File: src/sidta_pkg.sv
`default_nettype none
package sidta_pkg;

  localparam int unsigned MagW        = 32;
  localparam int unsigned NumDigits   = 10;
  localparam int unsigned BcdW        = 4 * NumDigits;
  localparam int unsigned NibbleSteps = MagW / 4;
  localparam int unsigned DefaultFifoDepth = 2;

  localparam logic [7:0] CharMinus = 8'h2D;
  localparam logic [7:0] CharZero  = 8'h30;

  typedef struct packed {
    logic            neg;
    logic [MagW-1:0] mag;
  } sidta_entry_t;

endpackage
`default_nettype wire

File: src/sidta_front.sv
`default_nettype none
module sidta_front
  import sidta_pkg::*;
(
  input  wire logic               clk_i,
  input  wire logic               rst_ni,
  input  wire logic               push,
  output logic                    full,
  input  wire logic [MagW-1:0]    value_i,
  output logic                    q_push_o,
  input  wire logic               q_full_i,
  output sidta_entry_t            q_data_o
);

  logic         vld_q, vld_d;
  sidta_entry_t ent_q;
  logic         accept;

  assign full   = vld_q & q_full_i;
  assign accept = push & ~full;
  // stage drains into the queue whenever the queue has room
  assign vld_d  = accept | (vld_q & q_full_i);

  always_ff @(posedge clk_i or negedge rst_ni) begin
    if (!rst_ni) begin
      vld_q <= 1'b0;
    end else begin
      vld_q <= vld_d;
    end
  end

  // sign split and magnitude; the most negative value wraps to 2^31 unsigned
  always_ff @(posedge clk_i) begin
    if (accept) begin
      ent_q.neg <= value_i[MagW-1];
      ent_q.mag <= value_i[MagW-1] ? (~value_i + {{(MagW-1){1'b0}}, 1'b1}) : value_i;
    end
  end

  assign q_push_o = vld_q;
  assign q_data_o = ent_q;

endmodule
`default_nettype wire

File: src/sidta_fifo.sv
`default_nettype none
module sidta_fifo
  import sidta_pkg::*;
#(
  parameter int unsigned Depth = DefaultFifoDepth
) (
  input  wire logic          clk_i,
  input  wire logic          rst_ni,
  input  wire logic          push_i,
  output logic               full_o,
  input  wire sidta_entry_t  data_i,
  input  wire logic          pop_i,
  output logic               empty_o,
  output sidta_entry_t       data_o
);

  localparam int unsigned PtrW = (Depth > 1) ? $clog2(Depth) : 1;
  localparam int unsigned CntW = $clog2(Depth + 1);
  localparam logic [PtrW-1:0] LastPtr = PtrW'(Depth - 1);

  sidta_entry_t    mem_q [Depth];
  logic [PtrW-1:0] wr_ptr_q, rd_ptr_q;
  logic [CntW-1:0] cnt_q;
  logic            do_push, do_pop;

  assign full_o  = (cnt_q == CntW'(Depth));
  assign empty_o = (cnt_q == '0);
  assign do_push = push_i & ~full_o;
  assign do_pop  = pop_i & ~empty_o;
  assign data_o  = mem_q[rd_ptr_q];

  always_ff @(posedge clk_i or negedge rst_ni) begin
    if (!rst_ni) begin
      wr_ptr_q <= '0;
      rd_ptr_q <= '0;
      cnt_q    <= '0;
    end else begin
      if (do_push) begin
        wr_ptr_q <= (wr_ptr_q == LastPtr) ? '0 : wr_ptr_q + PtrW'(1);
      end
      if (do_pop) begin
        rd_ptr_q <= (rd_ptr_q == LastPtr) ? '0 : rd_ptr_q + PtrW'(1);
      end
      if (do_push && !do_pop) begin
        cnt_q <= cnt_q + CntW'(1);
      end else if (do_pop && !do_push) begin
        cnt_q <= cnt_q - CntW'(1);
      end
    end
  end

  always_ff @(posedge clk_i) begin
    if (do_push) begin
      mem_q[wr_ptr_q] <= data_i;
    end
  end

endmodule
`default_nettype wire

File: src/sidta_back.sv
`default_nettype none
module sidta_back
  import sidta_pkg::*;
(
  input  wire logic         clk_i,
  input  wire logic         rst_ni,
  input  wire logic         q_empty_i,
  output logic              q_pop_o,
  input  wire sidta_entry_t q_data_i,
  output logic              empty,
  input  wire logic         pop,
  output logic [7:0]        text_char_o,
  output logic              is_last_o
);

  localparam int unsigned CntW = $clog2(NibbleSteps);
  localparam int unsigned IdxW = $clog2(NumDigits);

  typedef enum logic [2:0] {
    S_IDLE,
    S_CONV,
    S_LEAD,
    S_SIGN,
    S_DIGITS
  } state_e;

  state_e          state_q;
  logic [CntW-1:0] cnt_q;
  logic [MagW-1:0] bin_q;
  logic [BcdW-1:0] bcd_q;
  logic            neg_q;
  logic [IdxW-1:0] idx_q, lead_idx;
  logic            out_vld_q, out_last_q;
  logic [7:0]      out_char_q;
  logic            out_free;
  logic            out_load;
  logic [3:0]      cur_digit;
  logic [BcdW-1:0] bcd_next;

  // shift-add-3 over one nibble of the binary magnitude
  function automatic logic [BcdW-1:0] dabble4(input logic [BcdW-1:0] bcd_in,
                                              input logic [3:0] nib);
    logic [BcdW-1:0] b;
    b = bcd_in;
    for (int s = 3; s >= 0; s--) begin
      for (int d = 0; d < NumDigits; d++) begin
        if (b[4*d +: 4] >= 4'd5) begin
          b[4*d +: 4] = b[4*d +: 4] + 4'd3;
        end
      end
      b = {b[BcdW-2:0], nib[s]};
    end
    return b;
  endfunction

  assign bcd_next = dabble4(bcd_q, bin_q[MagW-1 -: 4]);

  // highest nonzero digit, zero gives the units digit
  always_comb begin
    lead_idx = '0;
    for (int d = 1; d < NumDigits; d++) begin
      if (bcd_q[4*d +: 4] != 4'd0) begin
        lead_idx = IdxW'(d);
      end
    end
  end

  assign cur_digit = bcd_q[4*idx_q +: 4];
  assign out_free  = ~out_vld_q | pop;
  assign out_load  = ((state_q == S_SIGN) || (state_q == S_DIGITS)) & out_free;
  assign q_pop_o   = (state_q == S_IDLE) & ~q_empty_i;

  always_ff @(posedge clk_i or negedge rst_ni) begin
    if (!rst_ni) begin
      state_q    <= S_IDLE;
      cnt_q      <= '0;
      bin_q      <= '0;
      bcd_q      <= '0;
      neg_q      <= 1'b0;
      idx_q      <= '0;
      out_vld_q  <= 1'b0;
      out_char_q <= '0;
      out_last_q <= 1'b0;
    end else begin
      out_vld_q <= out_load | (out_vld_q & ~pop);
      unique case (state_q)
        S_IDLE: begin
          if (!q_empty_i) begin
            neg_q   <= q_data_i.neg;
            bin_q   <= q_data_i.mag;
            bcd_q   <= '0;
            cnt_q   <= '0;
            state_q <= S_CONV;
          end
        end
        S_CONV: begin
          bcd_q <= bcd_next;
          bin_q <= {bin_q[MagW-5:0], 4'd0};
          cnt_q <= cnt_q + CntW'(1);
          if (cnt_q == CntW'(NibbleSteps - 1)) begin
            state_q <= S_LEAD;
          end
        end
        S_LEAD: begin
          idx_q   <= lead_idx;
          state_q <= neg_q ? S_SIGN : S_DIGITS;
        end
        S_SIGN: begin
          if (out_free) begin
            out_char_q <= CharMinus;
            out_last_q <= 1'b0;
            state_q    <= S_DIGITS;
          end
        end
        S_DIGITS: begin
          if (out_free) begin
            out_char_q <= CharZero + {4'd0, cur_digit};
            out_last_q <= (idx_q == '0);
            if (idx_q == '0) begin
              state_q <= S_IDLE;
            end else begin
              idx_q <= idx_q - IdxW'(1);
            end
          end
        end
        default: begin
          state_q <= S_IDLE;
        end
      endcase
    end
  end

  assign empty       = ~out_vld_q;
  assign text_char_o = out_char_q;
  assign is_last_o   = out_last_q;

  a_pop_starts_conv: assert property (@(posedge clk_i) disable iff (!rst_ni)
    q_pop_o |=> (state_q == S_CONV))
    else $error("queue pop did not start a conversion");

  a_sign_only_negative: assert property (@(posedge clk_i) disable iff (!rst_ni)
    (state_q == S_SIGN) |-> neg_q)
    else $error("minus sign for a non-negative value");

  a_digit_valid: assert property (@(posedge clk_i) disable iff (!rst_ni)
    (state_q == S_DIGITS) |-> (cur_digit <= 4'd9))
    else $error("bcd digit out of range");

  a_digit_beat: assert property (@(posedge clk_i) disable iff (!rst_ni)
    ((state_q == S_DIGITS) && out_free) |=>
      (out_vld_q && (out_char_q >= CharZero) && (out_char_q <= CharZero + 8'd9)))
    else $error("digit beat carries a non-digit character");

endmodule
`default_nettype wire

File: src/signed_int_to_decimal_ascii.sv
// path: input stage register, queue, back end, output register; the input stage and the queue
// take new values while the back end still works on an earlier one
// back end, one value at a time: one queue pop, 8 shift-add-3 nibble steps, one leading-digit
//   search, then one character per cycle into the output register while it is free or popped
// reset: asynchronous, active low; clears the input stage, queue pointers and the back end
`default_nettype none
module signed_int_to_decimal_ascii
  import sidta_pkg::*;
#(
  parameter int unsigned FifoDepth = DefaultFifoDepth
) (
  input  wire logic             clk_i,
  input  wire logic             rst_ni,
  input  wire logic             push,
  output logic                  full,
  input  wire logic [MagW-1:0]  value_i,
  output logic                  empty,
  input  wire logic             pop,
  output logic [7:0]            text_char_o,
  output logic                  is_last_o
);

  logic         q_push, q_full, q_pop, q_empty;
  sidta_entry_t q_wdata, q_rdata;

  sidta_front u_front (
    .clk_i    (clk_i),
    .rst_ni   (rst_ni),
    .push     (push),
    .full     (full),
    .value_i  (value_i),
    .q_push_o (q_push),
    .q_full_i (q_full),
    .q_data_o (q_wdata)
  );

  sidta_fifo #(
    .Depth (FifoDepth)
  ) u_fifo (
    .clk_i   (clk_i),
    .rst_ni  (rst_ni),
    .push_i  (q_push),
    .full_o  (q_full),
    .data_i  (q_wdata),
    .pop_i   (q_pop),
    .empty_o (q_empty),
    .data_o  (q_rdata)
  );

  sidta_back u_back (
    .clk_i       (clk_i),
    .rst_ni      (rst_ni),
    .q_empty_i   (q_empty),
    .q_pop_o     (q_pop),
    .q_data_i    (q_rdata),
    .empty       (empty),
    .pop         (pop),
    .text_char_o (text_char_o),
    .is_last_o   (is_last_o)
  );

endmodule
`default_nettype wire

File: config.mk
export PLATFORM = sky130hd
export DESIGN_NAME = signed_int_to_decimal_ascii
export DESIGN_NICKNAME = d
export VERILOG_FILES = /design/src/sidta_pkg.sv /design/src/sidta_front.sv /design/src/sidta_fifo.sv /design/src/sidta_back.sv /design/src/signed_int_to_decimal_ascii.sv
export SDC_FILE = /design/constraint.sdc
export NUM_CORES = 1
export LEC_CHECK = 0
export ABC_AREA = 1
export ABC_CLOCK_PERIOD_IN_PS = 3500
export BUFFER_PORTS_ARGS = -buffer_cell sky130_fd_sc_hd__buf_4
export CORE_AREA = 3 3 150 167
export CTS_CLUSTER_DIAMETER = 120
export DETAILED_ROUTE_END_ITERATION = 8
export DIE_AREA = 0 0 153 170
export PLACE_DENSITY = 0.71
export SLEW_MARGIN = 15
export SYNTH_ARGS = -nofsm -noshare
export SYNTH_HDL_FRONTEND = slang
export SYNTH_SLANG_ARGS = --single-unit
File: constraint.sdc
create_clock -name clk_i -period 3.5 [get_ports clk_i]
set_input_delay 0.35 -clock clk_i [delete_from_list [all_inputs] [get_ports clk_i]]
set_output_delay 0.35 -clock clk_i [all_outputs]
set_load 0.005 [all_outputs]
# Word level (Yosys, flattened, before mapping)
# Memories as Yosys holds them, arrays and structs flattened.
# Cells that the tools add are included.
classes:
  shifts: 1
  n_bitwise: 16
  order_cmp: 40
  addsub: 48
  n_eq_ne: 12
  n_reduce_logical: 26
  n_mux: 78
op_table:
  columns: ["operator", "n"]
  rows:
  - [">= comparator 4 x 3 -> 1 bit, second input constant", 40]
  - ["two-way mux 4 bit", 40]
  - ["adder 4 x 2 -> 4 bit, second input constant", 36]
  - ["case mux 40 bit (2 select lines)", 1]
  - ["case mux 32 bit (2 select lines)", 1]
  - ["two-way mux 3 bit", 15]
  - ["two-way mux 40 bit", 1]
  - ["indexed part select 40 x 7 -> 4 bit", 1]
  - ["nonzero test 4 bit", 9]
  - ["adder 32 x 1 -> 32 bit, second input constant", 1]
  - ["two-way mux 32 bit", 1]
  - ["inverter 32 bit", 1]
  - ["two-way mux 31 bit", 1]
  - ["two-way mux 8 bit", 2]
  - ["case mux 8 bit (2 select lines)", 1]
  - ["case mux 3 bit (5 select lines)", 1]
  - ["adder 3 x 2 -> 3 bit, second input constant", 4]
  - ["two-way mux 2 bit", 4]
  - ["case mux 4 bit (2 select lines)", 1]
  - ["nonzero test 2 bit", 4]
  - ["adder 6 x 4 -> 7 bit, first input constant", 1]
  - ["bitwise AND 1 bit", 7]
  - ["two-way mux 1 bit", 7]
  - ["equality test 3 x 2 -> 1 bit, second input constant", 2]
  - ["23 further kinds", 39]
word_totals:
  output_inout_bits: 11
  regBits: 131
  mem_bits_rw: 66
  memories: 1
  elab_cells: 238
  input_bits: 36
memory_table:
  columns: ["memory", "words", "width", "read_ports", "rd_ports_with_merged_regs", "wr", "line_no", "rtl"]
  rows:
  - ["u_fifo.mem_q", 2, 33, 1, 0, 1, "sidta_fifo.sv:21", "sidta_entry_t mem_q [Depth];"]

# Logic depth before layout (Yosys ltp)
depth:
  word_depth: 11
  mapped_depth: 30
  ltp_nobuf: 30

# Hierarchy
# A second synthesis with hierarchy kept.
unflattened:
  cells_unflattened: 1730
  area_unflattened_um2: 13187.6
modules_own_cells:
  columns: ["module", "area_per_inst_um2", "n_inst", "seq_area_each_um2", "cells_each"]
  rows:
  - ["sidta_back", 8483.1, 1, 2277.2, 1264]
  - ["sidta_fifo", 2641.3, 1, 2082.0, 204]
  - ["sidta_front", 2063.2, 1, 1016.0, 262]

# Least setup slack after synthesis
# OpenSTA, ideal clock, no wires.
synth_path:
  path_kind: "register to register"
  start: "register u_back.bcd_q[0]"
  end: "register u_back.bcd_q[5]"
  setup_time_ns: 0.117
  slack_ns: 0.536
  required_ns: 3.383
  synth_period_minus_slack_ns: 2.964
  path_stages_with_launch: 23
  n_path_buf: 0
  arrival_ns: 2.847
  path_cell_list: "dfrtp_1 inv_1 ha_1 inv_1 nand2_1 nand3_4 nand3_2 inv_1 ha_1 nand3_1 nand4_1 and2_1 ha_1 nand3_1 nand2_1 inv_1 nand3_1 and2_1 ha_1 nand3_1 nand4_1 nand3_1 nand2_1"
synth_between:
  elab_chain_len: 9
  elab_cells_between_ends: 19
  cone_classes: "add/sub: 6; order compare: 6; mux: 7"
synth_lines:
  columns: ["item", "line_no", "rtl"]
  rows:
  - ["from (decl)", "sidta_back.sv:30", "logic [BcdW-1:0] bcd_q;"]
  - ["from (signal assigned)", "sidta_back.sv:97", "bcd_q <= bcd_next;"]
  - ["adder 4 x 2 -> 4 bit / >= comparator 4 x 3 -> 1 bit (equally long branches)", "sidta_back.sv:48, sidta_back.sv:47", null]
  - ["two-way mux 4 bit *", "sidta_back.sv:47", "if (b[4*d +: 4] >= 4'd5) begin"]
  - ["adder 4 x 2 -> 4 bit / >= comparator 4 x 3 -> 1 bit (equally long branches)", "sidta_back.sv:48, sidta_back.sv:47", null]
  - ["two-way mux 4 bit", "sidta_back.sv:47", null]
  - ["adder 4 x 2 -> 4 bit / >= comparator 4 x 3 -> 1 bit (equally long branches)", "sidta_back.sv:48, sidta_back.sv:47", null]
  - ["two-way mux 4 bit", "sidta_back.sv:47", null]
  - ["adder 4 x 2 -> 4 bit / >= comparator 4 x 3 -> 1 bit (equally long branches)", "sidta_back.sv:48, sidta_back.sv:47", null]
  - ["two-way mux 4 bit *", "sidta_back.sv:47", null]
  - ["case mux 40 bit (2 select lines) *", "sidta_back.sv:86", "unique case (state_q)"]
# Mark *: on every way between the ends. The rest lies on a longest branch, timed or not.
# A chain may end at the register's enable or synchronous reset.

# Worst setup path after layout
# Same ends and word-level chain as after synthesis.

==> flow_metrics.env <==
export IMPL_synth_cell_types=53
export IMPL_critical_path_class="reg -> reg"
export IMPL_max_freq_mhz=304
export IMPL_holdPathStages=1
export IMPL_gr_total_overflow=0
export IMPL_ff_latch_area_um2=5380
export IMPL_async_flop_share=0.492
export IMPL_grt_max_degree=58
export IMPL_rr_worst_depth=25
export IMPL_synth_edf_count=99
export IMPL_hold_violations=0
export IMPL_num_fill_cells=2022
export IMPL_synthTopCellsByCount="nand2_1, inv_1, nand3_1"
export IMPL_clk_pin_slew_worst_paths_ns=0.08
export IMPL_ys_seq_elements=195
export IMPL_min_period_ns=3.29
export IMPL_r2r_end="u_back.bcd_q[5]"
export IMPL_clock_latency_ns=0.44
export IMPL_die_w_um=153
export IMPL_slew_headroom=0.493
export IMPL_setup_viol=0
export IMPL_drive_gt1_frac=0.204
export IMPL_hold_class="in -> reg"
export IMPL_r2r_setup_slack_ns=0.21
export IMPL_crit_end="u_back.bcd_q[5]"
export IMPL_worstSetupEndpointType="flip-flop"
export IMPL_crit_top_cell="nand2_1"
export IMPL_final_area_um2=14300
export IMPL_netlist_area_leader_share=0.231
export IMPL_ys_warn_count=0
export IMPL_max_stage_delay_ns=0.43
export IMPL_ys_top_cells_by_area="edfxtp_1, dfrtp_1, nand2_1, inv_1, nand3_1"
export IMPL_fin_util=0.608
export IMPL_cts_buffers_inserted=17
export IMPL_fin_crit_sh=0.941
export IMPL_portBuffers=44
export IMPL_clock_sinks=195
export IMPL_yosysMostFrequentCell="nand2_1"
export IMPL_status="completed"
export IMPL_drt_total_wl_um=26900
export IMPL_multiInputGateArea_um2=6490
export IMPL_cp_slowest_cell="dfrtp_1"
export IMPL_dp_hpwl_um=19700
export IMPL_ioPinCount=47
export IMPL_n_antenna_cell=0
export IMPL_row_count=59
export IMPL_syn_inst=1547
export IMPL_cp_start_kind="flip-flop"
export IMPL_crit_start="u_back.bcd_q[0]"
export IMPL_syn_area_um2=12900
export IMPL_drv_cap=0
export IMPL_path_depth=25
export IMPL_cp_num_buf_inv=4
export IMPL_fin_worst_skew_ns=0.0150
export IMPL_setup_tns_final_ns=0
export IMPL_r2r_start="u_back.bcd_q[0]"
export IMPL_coreArea_um2=23500
export IMPL_gp_congestion=0.870
export IMPL_track_usage=0.205
export IMPL_placed_area_um2=13500
export IMPL_start_util=0.546
export IMPL_cp_required_ns=3.83
export IMPL_synth_top_flop_cell="edfxtp_1"
export IMPL_cts_max_level=4
export IMPL_final_antenna_net_count=0
export IMPL_nets=1689
export IMPL_vias=10500
export IMPL_synth_top_area_cell="edfxtp_1"
export IMPL_synth_seq_area_share=0.418
export IMPL_drc=0
export IMPL_critPathMaxFanout=4
export IMPL_antenna_found_initial=0
export IMPL_grt_pass1_vias=9946
export IMPL_cts_tree="yes"
export IMPL_arrival_ns=3.62
export IMPL_firstDrtPassIters=5
export IMPL_synth_avg_cell_area_um2=8.31
export IMPL_tightest_slew_ns=0.761
export IMPL_dieArea_um2=26000
export IMPL_crit_family="simple AND/OR/NAND/NOR gates"
export IMPL_wl_per_cell_um=14.0
export IMPL_die_h_um=170
export IMPL_areaGrowthSynthToFinish_pct=11.4
export IMPL_drt_iter0_markers=682
export IMPL_cts_buffer_depth=2
export IMPL_maxSlewViolCount=0
export IMPL_avgViaCountPerCell=5.48
export IMPL_grt_pass1_wl_um=45100
export IMPL_cts_root_buf="clkbuf_16"
export IMPL_hold_slack_ns=0.0996
## registers in the layout, summed over array words and instances (netlist names), 3 cells and up
register and cells:
u_back.bcd_q 40, u_back.bin_q 32, u_back.cnt_q 3, u_back.idx_q 4
u_back.state_q 3, u_back.text_char_o 6, u_fifo.mem_q 66, u_front.q_data_o 33
## placed cells by master, fill, tap and decap left out, types with 27 or more instances in the layout
| cell type | instances |
|---|---|
| edfxtp_1 | 99 |
| nand2_1 | 308 |
| a221oi_1 | 28 |
| o21ai_0 | 46 |
| mux2_2 | 28 |
| inv_1 | 212 |
| nand4_1 | 48 |
| xor2_1 | 27 |
| nand3_2 | 36 |
| dfrtp_1 | 92 |
| nand2_2 | 65 |
| ha_1 | 46 |
| a21oi_1 | 42 |
| nor3_1 | 42 |
| nor2_1 | 52 |
| nand3_1 | 145 |
| inv_2 | 31 |
| buf_4 | 69 |
## worst min-delay path by stage
| stage | from | endpoint |
|---|---|---|
| after global placement | u_front.q_data_o[26] | u_fifo.mem_q[1][26] |
| after detailed placement | u_front.q_data_o[2] | u_fifo.mem_q[0][2] |
| after CTS | value_i[0] | u_front.q_data_o[0] |
| after floorplan | rst_ni | u_back.bcd_q[0] |
| after global routing | value_i[0] | u_front.q_data_o[0] |
| final | value_i[0] | u_front.q_data_o[0] |
## layer usage
layer  routed length, um  track usage  up-vias
li1                    -            -     5327
met1               11800        0.252     4959
met2               13900        0.376      196
met3                 771       0.0277       35
met4                 459       0.0624        0
met5                   0            0        -
## timing repair
item,CTS,global route
hold buffers,1,0
gates resized for setup,0,47
setup endpoints to repair,0,20
buffers inserted,0,11
hold endpoints to repair,2,0
## cell type report
cell class,instances,area share
Sequential cell,195,0.376
Inverter,247,0.0649
Timing Repair Buffer,70,0.0369
Clock inverter,14,0.0122
Clock buffer,18,0.0300
Multi-Input combinational cell,1070,0.454
Tap cell,305,0.0267
## worst register-to-register path: stages, from the launching register on
cell and delay [ns]:
dfrtp_1 0.43, inv_2 0.10, ha_1 0.21, inv_1 0.05
nand2_1 0.09, nand3_4 0.12, nand3_2 0.13, inv_1 0.10
ha_1 0.14, nand3_1 0.12, nand3_1 0.13, nand2_1 0.09
and2_1 0.16, ha_1 0.19, nand3_1 0.08, nand2_1 0.05
inv_1 0.08, nand2_1 0.08, nand2_1 0.09, and2_1 0.16
ha_1 0.15, nand3_1 0.12, nand3_1 0.13, nand2_1 0.06
nand3_1 0.07, nand2_1 0.06
## cell families (layout without fill, tap and decap cells)
kind of cell,count (synthesis),in the layout,synth area share
xor gates and xnor gates,43,43,0.0331
other,1,2,0.000292
AOI/OAI and AO/OA,187,187,0.0911
and+or+nand+nor,754,754,0.293
buffers and inverters,283,349,0.0857
adders and majority gates,52,52,0.0506
DFF,195,195,0.418
muxes,32,32,0.0277
## metrics by stage
| step | instances | setup slack, ns |
|---|---|---|
| global placement | 1875 | 0.265 |
| CTS | 1908 | 0.0959 |
| floorplan | 1548 | 0.536 |
| finish | 1919 | 0.207 |
| detailed placement | 1875 | 0.140 |
| global route | 1919 | -0.0650 |
Power is left out: the tool's default activity adds up to more than one toggle a clock period on the data nets, which glitch-free logic cannot reach.
